$ cat config.mk
export PLATFORM = sky130hd
export DESIGN_NAME = mrcs_ram
export DESIGN_NICKNAME = d
export VERILOG_FILES = /design/src/hdl/mrcs_ram.sv
export SDC_FILE = /design/constraint.sdc
export NUM_CORES = 1
export LEC_CHECK = 0
export ABC_AREA = 1
export BUFFER_PORTS_ARGS = -buffer_cell sky130_fd_sc_hd__buf_2
export CAP_MARGIN = 0
export CORE_ASPECT_RATIO = 1.2
export CORE_UTILIZATION = 60
export CTS_CLUSTER_DIAMETER = 30
export DETAILED_ROUTE_END_ITERATION = 12
export GPL_TIMING_DRIVEN = 0
export PLACE_DENSITY = 0.79
export SLEW_MARGIN = 5
export SYNTH_ARGS = -nofsm -noshare
export SYNTH_HDL_FRONTEND = slang
export SYNTH_SLANG_ARGS = --single-unit
export TNS_END_PERCENT = 30
$ cat constraint.sdc
create_clock -name i_clk -period 2.5 [get_ports i_clk]
set_clock_uncertainty 0.1 [all_clocks]
set_input_delay 0.25 -clock i_clk [delete_from_list [all_inputs] [get_ports i_clk]]
set_output_delay 0.25 -clock i_clk [all_outputs]
set_load 0.05 [all_outputs]
$ cat src/hdl/mrcs_ram.sv
// Generic single-write, single-read RAM with registered read data.
// Read returns the old contents on a same-address write. No dependencies.
module mrcs_ram #(
    parameter int WIDTH = 8,
    parameter int DEPTH = 16,
    localparam int AW = $clog2(DEPTH)
) (
    input  logic             i_clk,
    input  logic             i_we,
    input  logic [AW-1:0]    i_waddr,
    input  logic [WIDTH-1:0] i_wdata,
    input  logic             i_re,
    input  logic [AW-1:0]    i_raddr,
    output logic [WIDTH-1:0] o_rdata
);
    logic [WIDTH-1:0] r_mem [DEPTH];

    always_ff @(posedge i_clk) begin
        if (i_we) begin
            r_mem[i_waddr] <= i_wdata;
        end
        if (i_re) begin
            o_rdata <= r_mem[i_raddr];
        end
    end
endmodule

==> out/metrics.cfg, run 1 <==
[run_status]
status=completed

[clock_tree]
clock-sinks=136
cts_tree=yes
cts_buffers=17
clk_pin_slew_ns=0.05
htreeDepth=4
clockBufferDepth=2
holdBufCountCts=0
root_buffer=clkbuf_16
clock_latency_ns=0.42
cts_setup_buffers=0
post_cts_resized=0

[routing]
drc_errors=0
wirelength_microns=13830
first_pass_iters=6
vias=4112
wire_per_inst_microns=18.97
drt_iter0_markers=542
detail-route-antenna-nets=0
avgViaCountPerCell=5.641

[sta]
period_minus_slack_ns=1.430
post-route-period-util_pct=57.18
finalSetupViolations=0
max_freq_mhz=699.5
finalSetupTns_ns=0
finalHoldViolCount=0
worstMarginPinSlew_ns=0.9323
maxSlewViolCount=0
rsz0062_at_grt=false
slew_headroom_pct=37.62

[layout]
nNetsFinal=612
drive_gt1_share_pct=12.71
diodes=0
regArea_sq_mm=0.004084
area_delta_synth_final_pct=15.86
multi_input_area_sq_mm=0.001214
fin_util_pct=71.19
fillCellCount=635

[die]
fp.dieH_microns=110.1
rows=39
dieArea_sq_mm=0.01015
io_pins=27
start_util_pct=61.45
coreArea_sq_mm=0.009515
die_w_microns=92.12

[global_route]
grt_usage_pct=29.58
grt_antenna_before_repair=0
grt_max_degree=17
grt_pass1_wl_microns=21030
grt_overflow=0
grt_pass1_vias=3949

[worst_hold_path]
hold_depth=1
worstHoldPathType=in -> reg
worstHoldStart=i_re

[synthesis]
avgSynthCellArea_sq_um=10.61
synth_fp_nets=570
syn_inst=551
yosysWarnings=0
synthDistinctLibCells=11
ys_ff_latch=136
ys_seq_area_share_pct=69.85
syn-cell-area_sq_mm=0.005847

[setup_path]
endpoint_kind=flip-flop
r2r_start=r_mem[0][1]
worstPathMaxFanout=8
reg2reg_slack_ns=1.18
arrival_ns=1.37
r2r_cells=6
cp-start-kind=input port
cp.required_ns=2.44
cp-startpoint=i_waddr[3]
critical_path_class=in -> reg

[placement]
io_buffer_count=23
place.gp.congestion=0.8780
dpl.hpwl_microns=8700

[pwr]
leakage_nw=2.937
sw_frac_of_total_pct=20.94
pwr-share-seq_pct=45.2
power_frac_comb_pct=6.4
ir_drop_mv=0.6639
p_clk_share_pct=48.4
power_switching_w=0.001198
cellPowerDensity_mw_per_mm2=844.5
p_int_w=0.004523

[job]
cap_violations=0

[flip-flops by register name, summed over array words and instances (netlist names)]
register / count
o_rdata: 8
r_mem: 128
[cells by family (layout without fill, tap and decap cells)]
| kind of cell | Yosys count | count (layout) | synth area share, % |
|---|---|---|---|
| buffers and inverters | 126 | 181 | 9.394 |
| DFF | 136 | 136 | 69.85 |
| and+or+nand+nor | 289 | 289 | 20.76 |
[per-stage QoR]
step	setup slack (ns)	instance area [sq um]	total power, W	hold slack [ns]	std cells
finish	1.070	6774	0.005720	0.07711	729
floorplan	1.199	5847	0.002847	0.2489	551
global placement	0.6163	6116	0.002971	0.5063	697
detailed placement	0.6404	6116	0.002984	0.5101	697
CTS	1.080	6774	0.005715	0.07564	729
global route	0.9984	6774	0.005848	0.08496	729
[cell usage after synthesis]
cell type	number	share of area, %
inv_1	100	6.4
nand2_1	173	11
nor2_1	17	1.1
inv_2	2	0.13
buf_2	13	1.1
buf_4	4	0.51
nand3b_1	2	0.26
buf_6	6	1.2
nand3_1	97	8.3
buf_1	1	0.064
edfxtp_1	136	70
[layer usage]
layer,share of wire [%],global-route usage [%],vias to the layer above
li1,-,-,1868
met1,37,37.25,1928
met2,48,46.75,264
met3,10,9.053,52
met4,4.9,15.40,0
met5,0,0,-
[worst max-delay path: stages]
cell and delay, ns:
buf_2 0.12, nand3b_1 0.25, nor2_1 0.75
[cell usage in the layout (no fill, tap or decap), drive strengths merged]
cell / count
bufinv: 6
clkinv: 5
edfxtp: 136
clkinvlp: 3
nand3b: 2
nor2: 17
nand3: 97
buf: 47
inv: 102
clkbuf: 18
nand2: 173
[path summary, 6_finish.rpt]
check                              endpoint
worst max-delay path            r_mem[6][1]
worst min-delay path             o_rdata[7]
worst max register to register   o_rdata[1]
worst min register to register   o_rdata[5]
[cell type report]
type,count,area share [%]
Sequential cell,136,60.29
Multi-Input combinational cell,289,17.92
Clock buffer,18,6.335
Inverter,102,5.652
Clock inverter,14,3.380
Buffer,24,2.457
Tap cell,123,2.272
Timing Repair Buffer,23,1.699
[power groups by stage]
stage | Sequential, W | Clock [W] | Combinational, W
6_report | 0.00258 | 0.00277 | 0.000366
5_1_grt | 0.00259 | 0.00287 | 0.000395
4_1_cts | 0.00258 | 0.00277 | 0.000359
3_5_place_dp | 0.00263 | 0 | 0.000354
3_3_place_gp | 0.00263 | 0 | 0.000345
2_1_floorplan | 0.00267 | 0 | 0.000180
No activity file was read; power rests on OpenSTA's default activity.
==> inputs of run 2 (changes only) <==
ABC_AREA = 0   (was 1)
clock period = 1.4 ns   (was 2.5 ns; I/O delays follow)
==> run 2 against run 1 <==
The run now ends with setup timing left; largest cell class unchanged; global-route usage fell by 3.6 points; largest power group is now registers; register-to-register slack got worse by 1.3 ns; final area fell by 7.6%; utilization rose by 4.3 points; via count fell by 38%; hold slack got worse by 0.057 ns.
==> out/metrics.cfg, run 2 <==
[layout]
layout_common_cells=edfxtp_1 (136), mux4_2 (32), buf_2 (28)
largest_register_ffs=128  ; unchanged
area_delta_synth_final_pct=19.67
final_area_sq_mm=0.006256  ; -7.6%
reg_top3=r_mem (128), o_rdata (8)
fillCellCount=459  ; -28%
nNetsFinal=303  ; -50%
regArea_sq_mm=0.004084  ; unchanged
drive_gt1_share_pct=37.37  ; +25 points
top_register=r_mem
multi_input_area_sq_mm=0.001071  ; -12%
final_common_cell=edfxtp_1
diodes=0  ; unchanged

[die]
io_pins=27  ; unchanged
fp.dieH_microns=104.3  ; -5.3%
start_util_pct=63.07  ; +1.6 points
die_w_microns=87.21  ; -5.3%
coreArea_sq_mm=0.008288  ; -13%
dieArea_sq_mm=0.009092  ; -10%
rows=36  ; -7.7%

[placement]
dpl.hpwl_microns=5971  ; -31%
place.gp.congestion=0.7280  ; -17%
place_area_sq_mm=0.005485  ; -10%
io_buffer_count=25  ; +8.7%

[clock_tree]
clock-sinks=136  ; unchanged
clk_pin_slew_ns=0.06  ; about the same
clockBufferDepth=2  ; unchanged
clock_latency_ns=0.52  ; +0.10 ns
cts_tree=yes
root_buffer=clkbuf_8
cts_setup_buffers=0  ; unchanged
htreeDepth=4  ; unchanged
cts_buffers=17  ; unchanged

[synthesis]
yosysTopAreaCell=edfxtp_1
synth_fp_nets=248  ; -56%
yosysTopAreaCellShare_pct=78.12  ; +8.3 points
synth_commonest_cells=edfxtp_1 (136), mux4_2 (18), a22oi_1 (16)
synth_edf_count=136  ; unchanged
synthDistinctLibCells=18  ; +7
syn_inst=229  ; -58%
ys_seq_area_share_pct=78.12  ; +8.3 points
avgSynthCellArea_sq_um=22.83  ; +120%
synth_area_leaders=edfxtp_1 (78%), mux4_2 (7.8%), mux4_1 (7.0%)
yosysWarnings=0  ; unchanged
ys.flop_type=edfxtp_1
async_flop_share_pct=0  ; unchanged
yosysMostFrequentCell=edfxtp_1
ys_ff_latch=136  ; unchanged
syn-cell-area_sq_mm=0.005228  ; -11%

[routing]
first_pass_iters=4  ; -2
wirelength_microns=10330  ; -25%
detail-route-antenna-nets=0  ; unchanged
wire_per_inst_microns=25.13  ; +32%
avgViaCountPerCell=6.241  ; +11%
drc_errors=0  ; unchanged
drt_iter0_markers=233  ; -57%
vias=2565  ; -38%

[job]
cap_violations=0  ; unchanged

[sta]
maxSlewViolCount=0  ; unchanged
max_freq_mhz=637.4
slew_headroom_pct=46.22  ; +8.6 points
rsz0062_at_grt=true
finalHoldViolCount=0  ; unchanged
finalSetupViolations=16  ; +16
finalSetupTns_ns=-1.130  ; -1.130 ns
post-route-period-util_pct=112.1
setup_ws_ns=-0.1688  ; -1.239 ns
period_minus_slack_ns=1.569
worstMarginPinSlew_ns=0.8023  ; -0.1300 ns

[setup_path]
endpoint_kind=flip-flop
arrival_ns=1.73  ; +0.36 ns
r2r_cells=3  ; -3
critical_path_class=reg -> reg
cp-start-kind=flip-flop
cp.required_ns=1.57  ; -0.87 ns
worstPathMaxFanout=1  ; -7

[pwr]
ir_drop_mv=1.267  ; +91%
leakage_nw=2.056  ; -30%
cellPowerDensity_mw_per_mm2=1540  ; +82%

[run_status]
violations=setup timing
status=complete, but fails checks

[global_route]
grt_pass1_vias=2667  ; -32%
grt_antenna_before_repair=0  ; unchanged
grt_pass1_wl_microns=15660  ; -26%
grt_usage_pct=25.96  ; -3.6 points
grt_max_degree=17  ; unchanged
grt_overflow=0  ; unchanged

[worst_hold_path]
worstHoldPathType=in -> reg
hold_depth=2  ; +1

-- run 2: power breakdown --
part	switching (W)	internal (W)	leakage [nW]
registers	0.0000237	0.00459	1.24
clock network	0.00158	0.00288	0.284
logic	0.000344	0.000221	0.537
-- run 2: logic make-up (layout without fill, tap and decap cells) --
| family | Yosys count | count (layout) | synth area share (%) |
|---|---|---|---|
| compound gates | 16 | 16 | 2.298 |
| buf+inv | 10 | 78 | 1.651 |
| flops | 136 | 136 | 78.12 |
| simple gates | 35 | 35 | 3.136 |
| mux | 32 | 32 | 14.79 |
-- run 2: worst paths after layout --
check / startpoint / end / slack [ns]
min reg2reg: r_mem[10][1] / o_rdata[1] / 0.66
min: i_waddr[1] / r_mem[12][2] / 0.02
max: r_mem[8][6] / o_rdata[6] / -0.17
max reg2reg: r_mem[8][6] / o_rdata[6] / -0.17
-- run 2: final cells by class --
cell class	count	area share, %
repair buffers	36	3.800
multi-input cells	83	17.12
clock buffers	19	6.740
flip-flops and latches	136	65.28
plain buffers	10	1.920
clock inverters	13	2.860
well taps	114	2.280
-- run 2: worst max-delay path, cell delays in order, from the launching register on --
cell	delay, ns
edfxtp_1	0.40
mux4_2	0.50
a22oi_2	0.21
nand2_1	0.10
-- run 2: metal layers --
layer	vias up	share of wire, %	GRT usage, %
li1	1074	-	-
met1	1334	39	35.08
met2	142	52	39.65
met3	15	6.9	8.254
met4	0	2.0	10.66
met5	-	0	0
-- run 2: what timing repair did --
item | 4_1_cts | 5_1_grt
gates resized for setup | 11 | 4
hold buffers | 11 | 0
gates cloned | 0 | 0
setup endpoints to repair | 32 | 33
endpoints found under the hold margin | 144 | 0
pin swaps | 2 | 0
-- run 2: stage by stage --
stage               worst slack (ns)  cells  power (W)  utilization (%)  hold slack, ns
global route                 -0.2105    411   0.009890            75.48         0.02899
floorplan                    -0.1061    229   0.005014                -          0.1389
CTS                          -0.1684    411   0.009675            75.33        -0.01655
finish                       -0.1688    411   0.009635            75.48         0.02012
global placement             -0.5947    368   0.005185            66.18          0.3855
detailed placement           -0.6919    368   0.005204            66.18          0.3989
==> inputs of run 3 (changes only) <==
CORE_UTILIZATION = 30   (was 60)
PLACE_DENSITY = 0.46   (was 0.79)
==> run 3 against run 2 <==
The run still ends with setup timing left; cell count grew 22%; critical endpoint is now o_rdata[5]; clock-buffer cell count decreased by 2; non-clock buffer count fell by 10; register-to-register slack worse by 0.02 ns; power about the same; flip-flop and latch count stayed put.
==> out/metrics.cfg, run 3 (synthesis gave the netlist of run 2 again) <==
[routing]
vias=2357  ; -8.1%
wirelength_microns=10690  ; +3.5%
first_pass_iters=4  ; unchanged
drt_iter0_markers=141  ; -39%
wire_per_inst_microns=21.26  ; -15%
drc_errors=0  ; unchanged
detail-route-antenna-nets=0  ; unchanged
avgViaCountPerCell=4.686  ; -25%

[setup_path]
timing.rr.end=o_rdata[5]
r2r_cells=3  ; unchanged
worstPathCellList=mux4_2 > a22oi_1 > nand2_1
critical_path_class=reg -> reg
reg2reg_slack_ns=-0.19  ; -0.02 ns
path_delay_family=multiplexers
arrival_ns=1.64  ; -0.09 ns
cpMaxStageDelayCell=mux4_2
cp-startpoint=r_mem[7][5]
r2r_start=r_mem[7][5]
cp.required_ns=1.44  ; -0.13 ns
worstPathMaxFanout=1  ; unchanged
cp-start-kind=flip-flop
crit_buf_inv=0  ; unchanged
critPathMaxStageDelay_ns=0.51  ; about the same
endpoint_kind=flip-flop

[clock_tree]
cts_setup_buffers=0  ; unchanged
clk_pin_slew_ns=0.06  ; about the same
cts_tree=yes
htreeDepth=4  ; unchanged
clock_latency_ns=0.41  ; -0.11 ns
cts_buffers=17  ; unchanged
clockBufferDepth=2  ; unchanged
clock-sinks=136  ; unchanged
root_buffer=clkbuf_16

[die]
start_util_pct=30.78  ; -32 points
io_pins=27  ; unchanged
dieArea_sq_mm=0.01796  ; +98%
fp.dieH_microns=146.6  ; +41%
die_w_microns=122.5  ; +40%
rows=52  ; +44%
coreArea_sq_mm=0.01698  ; +100%

[global_route]
grt_antenna_before_repair=0  ; unchanged
grt_usage_pct=12.88  ; -13 points
grt_overflow=0  ; unchanged
grt_max_degree=17  ; unchanged
grt_pass1_wl_microns=15480  ; -1.1%
grt_pass1_vias=2492  ; -6.6%

[sta]
setup_ws_ns=-0.1929  ; -0.02404 ns
slew_headroom_pct=43.30  ; -2.9 points
finalSetupViolations=8  ; -8
rsz0062_at_grt=true
worstMarginPinSlew_ns=0.8474  ; +0.04510 ns
max_freq_mhz=627.8  ; -1.5%
period_minus_slack_ns=1.593  ; +0.02404 ns
finalHoldViolCount=0  ; unchanged
maxSlewViolCount=0  ; unchanged
post-route-period-util_pct=113.8  ; +1.7 points

[layout]
multi_input_area_sq_mm=0.001069  ; -0.23%
fin_util_pct=37.00  ; -38 points
final_common_cell=edfxtp_1
nNetsFinal=293  ; -3.3%
regArea_sq_mm=0.004084  ; unchanged
largest_register_ffs=128  ; unchanged
final_area_sq_mm=0.006282  ; +0.42%
layout_common_cells=edfxtp_1 (136), mux4_2 (32), buf_2 (28)
diodes=0  ; unchanged
area_delta_synth_final_pct=20.18
reg_top3=r_mem (128), o_rdata (8)
drive_gt1_share_pct=39.02  ; +1.7 points
final_cells=503  ; +22%
top_register=r_mem
fillCellCount=1525  ; +230%

[placement]
dpl.hpwl_microns=6842  ; +15%
place_area_sq_mm=0.005618  ; +2.4%
place.gp.congestion=0.6810  ; -6.5%
placedCellCount=470  ; +28%
io_buffer_count=25  ; unchanged
place_ws_ns=-0.6183  ; +0.07360 ns

[pwr]
leakage_nw=1.997  ; -2.9%
power_w=0.009633  ; about the same
cellPowerDensity_mw_per_mm2=1533  ; -0.45%
ir_drop_mv=0.7980  ; -37%

[run_status]
status=complete, but fails checks
violations=setup timing

[worst_hold_path]
worstHoldPathType=in -> reg
min_to=r_mem[10][1]
worstHoldStart=i_wdata[1]
hold_depth=1  ; -1

[job]
cap_violations=0  ; unchanged

==> run 3: cell count changes in the layout (fill, tap and decap cells not counted), sizes merged <==
cell	delta
clkbuf	-2
dlymetal6s4s	-1
clkinvlp	+2
dlygate4sd3	-9
inv	+1
bufinv	-1
==> run 3: metrics by stage <==
stage               TNS, ns  hold WS (ns)
floorplan            -4.086        0.1389
global placement     -57.92        0.3863
detailed placement   -54.03        0.3964
CTS                  -1.452       0.03495
global route         -1.264       0.03381
finish               -1.020       0.04104
==> run 3: worst max-delay path by stage <==
stage | to | slack, ns | cells past startpoint
2_1_floorplan | r_mem[3][0] | -0.11 | 2
3_3_place_gp | r_mem[8][3] | -0.74 | 3
3_5_place_dp | r_mem[4][7] | -0.62 | 3
4_1_cts | o_rdata[0] | -0.20 | 3
5_1_grt | o_rdata[0] | -0.20 | 3
6_report | o_rdata[5] | -0.19 | 3
==> run 3: final cells by class <==
type / count / share of cell area (%)
plain buffers: 10 / 1.912
clock buffers: 17 / 6.772
clock inverters: 15 / 2.848
multi-input cells: 83 / 17.01
flip-flops and latches: 136 / 65.01
well taps: 216 / 4.302
repair buffers: 26 / 2.151
==> run 3: report_power, final <==
part           switching [W]  internal, W
Combinational       0.000344     0.000201
Clock                0.00168      0.00280
Sequential         0.0000191      0.00459
Total                0.00204      0.00759
==> run 3: timing repair <==
| item | in CTS | in global routing |
|---|---|---|
| hold buffers | 1 | 0 |
| gates resized for setup | 9 | 4 |
| pin swaps | 2 | 6 |
| hold endpoints to repair | 8 | 0 |
| endpoints found under the setup margin | 56 | 8 |
==> run 3: metal layers <==
metal	share of wire [%]	routed length [microns]	GRT usage, %
met5	0	0	0
met4	1.2	130	5.671
met3	3.5	369	2.930
met2	50	5341	20.25
met1	45	4853	16.94
